===== src/rtl/hmt_pkg.sv =====
// types, constants and template match function of the thinning pass
// used by every module of the block; no dependencies
package hmt_pkg;

  // geometry limits
  localparam int MAX_WIDTH  = 1024;
  localparam int MAX_HEIGHT = 4096;
  localparam int COL_W      = $clog2(MAX_WIDTH);
  localparam int ROW_W      = $clog2(MAX_HEIGHT);

  // field widths of the ports
  localparam int PIX_W        = 8;
  localparam int TPL_W        = 18;
  localparam int WIDTH_REG_W  = 11;
  localparam int HEIGHT_REG_W = 13;
  localparam int CFG_IDX_W    = 3;
  localparam int CFG_DATA_W   = 18;
  localparam int NUM_TPL      = 4;
  localparam int MIN_DIM      = 3;

  typedef logic [PIX_W-1:0]            pix_t;
  typedef logic [TPL_W-1:0]            tpl_t;
  typedef logic [NUM_TPL-1:0][TPL_W-1:0] tpl_set_t;
  typedef logic [8:0][PIX_W-1:0]       win_t;   // index row*3 + column
  typedef logic [COL_W-1:0]            col_t;
  typedef logic [ROW_W-1:0]            row_t;

  localparam pix_t WHITE = 8'd255;
  localparam pix_t BLACK = 8'd0;

  // template cell encoding
  localparam int CELL_DONT_CARE_BIT = 1;
  localparam int CELL_BLACK_BIT     = 0;

  // configuration register indexes
  typedef enum logic [CFG_IDX_W-1:0] {
    REG_TEMPLATE_A   = 3'd0,
    REG_TEMPLATE_B   = 3'd1,
    REG_TEMPLATE_C   = 3'd2,
    REG_TEMPLATE_D   = 3'd3,
    REG_IMAGE_WIDTH  = 3'd4,
    REG_IMAGE_HEIGHT = 3'd5
  } cfg_reg_t;

  // one pixel on its way from the input register to the result register
  typedef struct packed {
    pix_t px;
    col_t col;
    logic has_result;
    logic interior;
    logic last;
  } item_t;

  // decision for one center pixel
  typedef struct packed {
    pix_t pixel;
    logic remove;
  } match_t;

  // ternary template against a 3x3 window; an all don't-care template misses
  function automatic logic tpl_hit(input tpl_t tpl, input win_t win);
    logic       any_cell;
    logic       ok;
    logic [1:0] cell_code;
    any_cell = 1'b0;
    ok       = 1'b1;
    for (int k = 0; k < 9; k++) begin
      cell_code = tpl[2*k +: 2];
      if (!cell_code[CELL_DONT_CARE_BIT]) begin
        any_cell = 1'b1;
        if (cell_code[CELL_BLACK_BIT]) begin
          if (win[k] != BLACK) ok = 1'b0;
        end else begin
          if (win[k] != WHITE) ok = 1'b0;
        end
      end
    end
    return any_cell && ok;
  endfunction

endpackage


===== src/rtl/hmt_window_match.sv =====
// 3x3 window shift register and the four template compares
// depends on hmt_pkg
module hmt_window_match (
  input  logic              clk,
  input  logic              shift_en,
  input  hmt_pkg::tpl_set_t tpls,
  input  hmt_pkg::pix_t     col_top,
  input  hmt_pkg::pix_t     col_mid,
  input  hmt_pkg::pix_t     col_bot,
  input  logic              interior,
  output hmt_pkg::match_t   result
);

  hmt_pkg::win_t win;
  hmt_pkg::win_t win_next;
  logic [hmt_pkg::NUM_TPL-1:0] hits;
  logic centre_black;

  // window after shifting in the new column
  always_comb begin
    for (int r = 0; r < 3; r++) begin
      win_next[r*3 + 0] = win[r*3 + 1];
      win_next[r*3 + 1] = win[r*3 + 2];
    end
    win_next[2] = col_top;
    win_next[5] = col_mid;
    win_next[8] = col_bot;
  end

  always_ff @(posedge clk) begin
    if (shift_en) begin
      win <= win_next;
    end
  end

  // template compares on the shifted window
  always_comb begin
    for (int t = 0; t < hmt_pkg::NUM_TPL; t++) begin
      hits[t] = hmt_pkg::tpl_hit(tpls[t], win_next);
    end
  end

  assign centre_black = interior && (win_next[4] == hmt_pkg::BLACK);

  // black interior center stays black unless a template hits; every other center is white
  always_comb begin
    result.remove = centre_black && (|hits);
    result.pixel  = (centre_black && !(|hits)) ? hmt_pkg::BLACK : hmt_pkg::WHITE;
  end

endmodule


===== config.mk =====
export PLATFORM = sky130hd
export DESIGN_NAME = hmt_window_match
export DESIGN_NICKNAME = d
export VERILOG_FILES = /design/src/rtl/hmt_pkg.sv /design/src/rtl/hmt_window_match.sv
export SDC_FILE = /design/constraint.sdc
export NUM_CORES = 1
export LEC_CHECK = 0
export BUFFER_PORTS_ARGS = -buffer_cell sky130_fd_sc_hd__buf_2
export CAP_MARGIN = 0
export CORE_UTILIZATION = 35
export DETAILED_ROUTE_END_ITERATION = 12
export SYNTH_ARGS = -nofsm -noshare
export SYNTH_HDL_FRONTEND = slang
export SYNTH_SLANG_ARGS = --single-unit

===== constraint.sdc =====
create_clock -name clk -period 2.4 [get_ports clk]
set_input_delay 0.12 -clock clk [delete_from_list [all_inputs] [get_ports clk]]
set_output_delay 0.12 -clock clk [all_outputs]
set_load 0.02 [all_outputs]

==> impl_metrics.json <==
{
  "largest_reg_flops": 48,
  "tightest_slew_ns": 0.3885,
  "rows": 30,
  "reg2reg_slack_ns": 1.59,
  "grt_pass1_vias": 2319,
  "multi_input_area_um2": 1040,
  "die-width_um": 86.73,
  "p_per_area_nw_per_um2": 520.7,
  "maxCapViolations": 0,
  "slew_viol_final": 0,
  "hold_class": "in -> reg",
  "ff_latch_area_um2": 1441,
  "synth_cells": 215,
  "postCtsHoldBufs": 0,
  "hold_violations": 0,
  "nFillCells": 667,
  "die-area_um2": 7521,
  "status": "finished, violations left",
  "drive_gt1_share_pct": 46.20,
  "rr_worst_depth": 1,
  "period_share_pct": 120.2,
  "grtUsageTotal_pct": 20.20,
  "design_area_um2": 3530,
  "initial_core_util_pct": 36.58,
  "grt_pass1_wl_mm": 11.10,
  "fin_crit_ns": 2.885,
  "route.detailed.drc": 0,
  "cts-buffers-inserted": 5,
  "max_freq_mhz": 346.6,
  "hp-start": "col_bot[3]",
  "worstPathMaxFanout": 8,
  "cp_common_cell": "or4_1",
  "place_area_um2": 3363,
  "gr-total-overflow": 0,
  "path_cells": "or4_4 > nor2_4 > nor3b_1 > or4_1 > or4_1 > nand4_1 > or2_4 > buf_4",
  "cp.required_ns": 2.28,
  "final_nets": 453,
  "rsz0062_at_grt": "true",
  "rr_startpoint": "win[41]",
  "grt_antenna_before_repair": 0,
  "min_path_cells": 1,
  "cts_root_buffer": "clkbuf_8",
  "synth_seq_cells": 48,
  "holdWs_ns": 0.02280,
  "clock-sinks": 48,
  "yosysWarnings": 0,
  "place_congestion": 0.8466,
  "min_to": "win[67]",
  "worst_slack_ns": -0.4855,
  "crit_arrival_ns": 2.77,
  "end_kind": "output pin",
  "violations": "setup timing",
  "synth_nets": 314,
  "vias_per_cell": 5.322,
  "drt_iter0_markers": 164,
  "core_area_um2": 6869,
  "top_regs": "win: 48 flops",
  "cts_tree": "yes",
  "timing.slew.headroom_pct": 73.83,
  "irDropWorstVdd_mv": 0.2509,
  "worst_path_max_delay_cell": "or4_4",
  "clock_path_buffers": 2,
  "wl_mm": 7.292,
  "avgSynthCellArea_um2": 11.69,
  "regToRegEndpoint": "win[33]",
  "dr.pass1.iters": 4,
  "cp-start-kind": "register",
  "wl_per_cell_um": 16.17,
  "htree_levels": 2,
  "dp_hpwl_mm": 6.072,
  "ys_types": 36,
  "pre_cts_ws_ns": -0.1631,
  "worstSkewPairLatency_ns": 0.30,
  "ant_nets": 0,
  "total_power_uw": 1838,
  "area_growth_pct": 40.49,
  "num_vias": 2400,
  "cpPeakStageDelay_ns": 0.56,
  "grt_max_degree": 49,
  "worstSetupPathType": "reg -> out",
  "setup_violations": 9,
  "port_buffers": 107,
  "diodes": 0,
  "cts.clk_slew.worst_paths_ns": 0.08,
  "skew_ns": 0.007557,
  "p_leak_uw": 0.001385,
  "die-height_um": 86.73,
  "regMostFlops": "win",
  "ioPinCount": 108,
  "ys_seq_area_share_pct": 57.37,
  "synthesis.area_um2": 2512
}
[where the power goes]
part / switching [uW] / leakage (uW) / internal [uW]
Clock: 255 / 0.0000532 / 303
Combinational: 120 / 0.000862 / 129
Sequential: 35.0 / 0.000470 / 995
Total: 409 / 0.00138 / 1430
[stage by stage]
stage,setup TNS [ns],utilization [%],std cells
2_1_floorplan,-0.6650,-,215
3_3_place_gp,-1.002,48.96,442
3_5_place_dp,-1.411,48.96,442
4_1_cts,-4.220,50.93,450
5_1_grt,-5.160,51.38,451
6_report,-4.315,51.38,451
[critical path, delay by kind of cell, from the launching register on]
| kind | cells | cell delay [ns] |
|---|---|---|
| buffers and inverters | 1 | 0.14 |
| flip-flops | 1 | 0.39 |
| AND/OR/NAND/NOR | 7 | 1.94 |
[layout by cell type, fill, tap and decap left out, types with 8 or more instances in the layout]
cell	count
buf_2	98
edfxtp_1	48
buf_4	39
nand4_1	24
nor2_1	15
nor3_1	15
or4_1	14
o21ai_0	11
nand3_1	10
a211o_1	8
[layer usage]
| metal | global-route usage, % | up-vias | share of wire, % |
|---|---|---|---|
| met3 | 4.190 | 14 | 7.9 |
| li1 | - | 1173 | - |
| met1 | 24.49 | 1101 | 41 |
| met5 | 0 | - | 0 |
| met4 | 7.273 | 0 | 2.4 |
| met2 | 35.50 | 112 | 48 |
[layout make-up]
| class | count | area share [%] |
|---|---|---|
| Clock buffer | 5 | 1.950 |
| Clock inverter | 3 | 1.063 |
| Tap cell | 96 | 3.403 |
| Sequential cell | 48 | 40.84 |
| Multi-Input combinational cell | 158 | 29.46 |
| Inverter | 2 | 0.2127 |
| Timing Repair Buffer | 139 | 23.08 |
[synth_stat cells, drive strengths merged]
| cell type | count | area share (%) |
|---|---|---|
| a31o | 1 | 0.35 |
| buf | 7 | 2.1 |
| a211oi | 5 | 1.5 |
| nand4 | 24 | 6.0 |
| o21ai | 11 | 2.2 |
| mux2 | 7 | 3.1 |
| nand2 | 7 | 1.0 |
| or2 | 5 | 1.2 |
| nor3 | 15 | 3.0 |
| edfxtp | 48 | 57 |
| a221oi | 1 | 0.35 |
| a211o | 8 | 2.8 |
| a21oi | 2 | 0.40 |
| inv | 2 | 0.30 |
| or4 | 16 | 5.1 |
| o2111ai | 2 | 0.70 |
| or3 | 1 | 0.25 |
| o211ai | 1 | 0.30 |
| o21a | 1 | 0.30 |
| nor3b | 2 | 0.60 |
| nand3 | 10 | 2.0 |
| and2b | 1 | 0.30 |
| nor2b | 1 | 0.25 |
| o22ai | 2 | 0.50 |
| nor4 | 8 | 2.0 |
| nand2b | 2 | 0.50 |
| mux2i | 2 | 0.80 |
| o32a | 1 | 0.40 |
| o221ai | 2 | 0.70 |
| o31ai | 1 | 0.30 |
| nor2 | 18 | 3.0 |
| a22o | 1 | 0.35 |
[how the worst max path moves through the flow]
stage / startpoint / to / slack, ns / cells past startpoint
2_1_floorplan: win[12] / result[2] / -0.09 / 8
6_report: win[8] / result[5] / -0.49 / 8
5_1_grt: win[8] / result[8] / -0.58 / 8
3_3_place_gp: win[12] / result[2] / -0.12 / 8
3_5_place_dp: win[12] / result[8] / -0.16 / 8
4_1_cts: win[12] / result[8] / -0.48 / 8
[cells by family (layout without fill, tap and decap cells)]
group / after synthesis / after routing / synth area share [%]
mux: 9 / 9 / 3.934
simple gates: 110 / 110 / 25.20
flops: 48 / 48 / 57.37
compound gates: 39 / 39 / 11.11
buf+inv: 9 / 149 / 2.391
[timing repair]
item | CTS | global route
pin swaps | 2 | 2
gates resized for setup | 11 | 4
setup buffers | 0 | 1
setup endpoints to repair | 9 | 9
No activity file was read; power rests on OpenSTA's default activity.
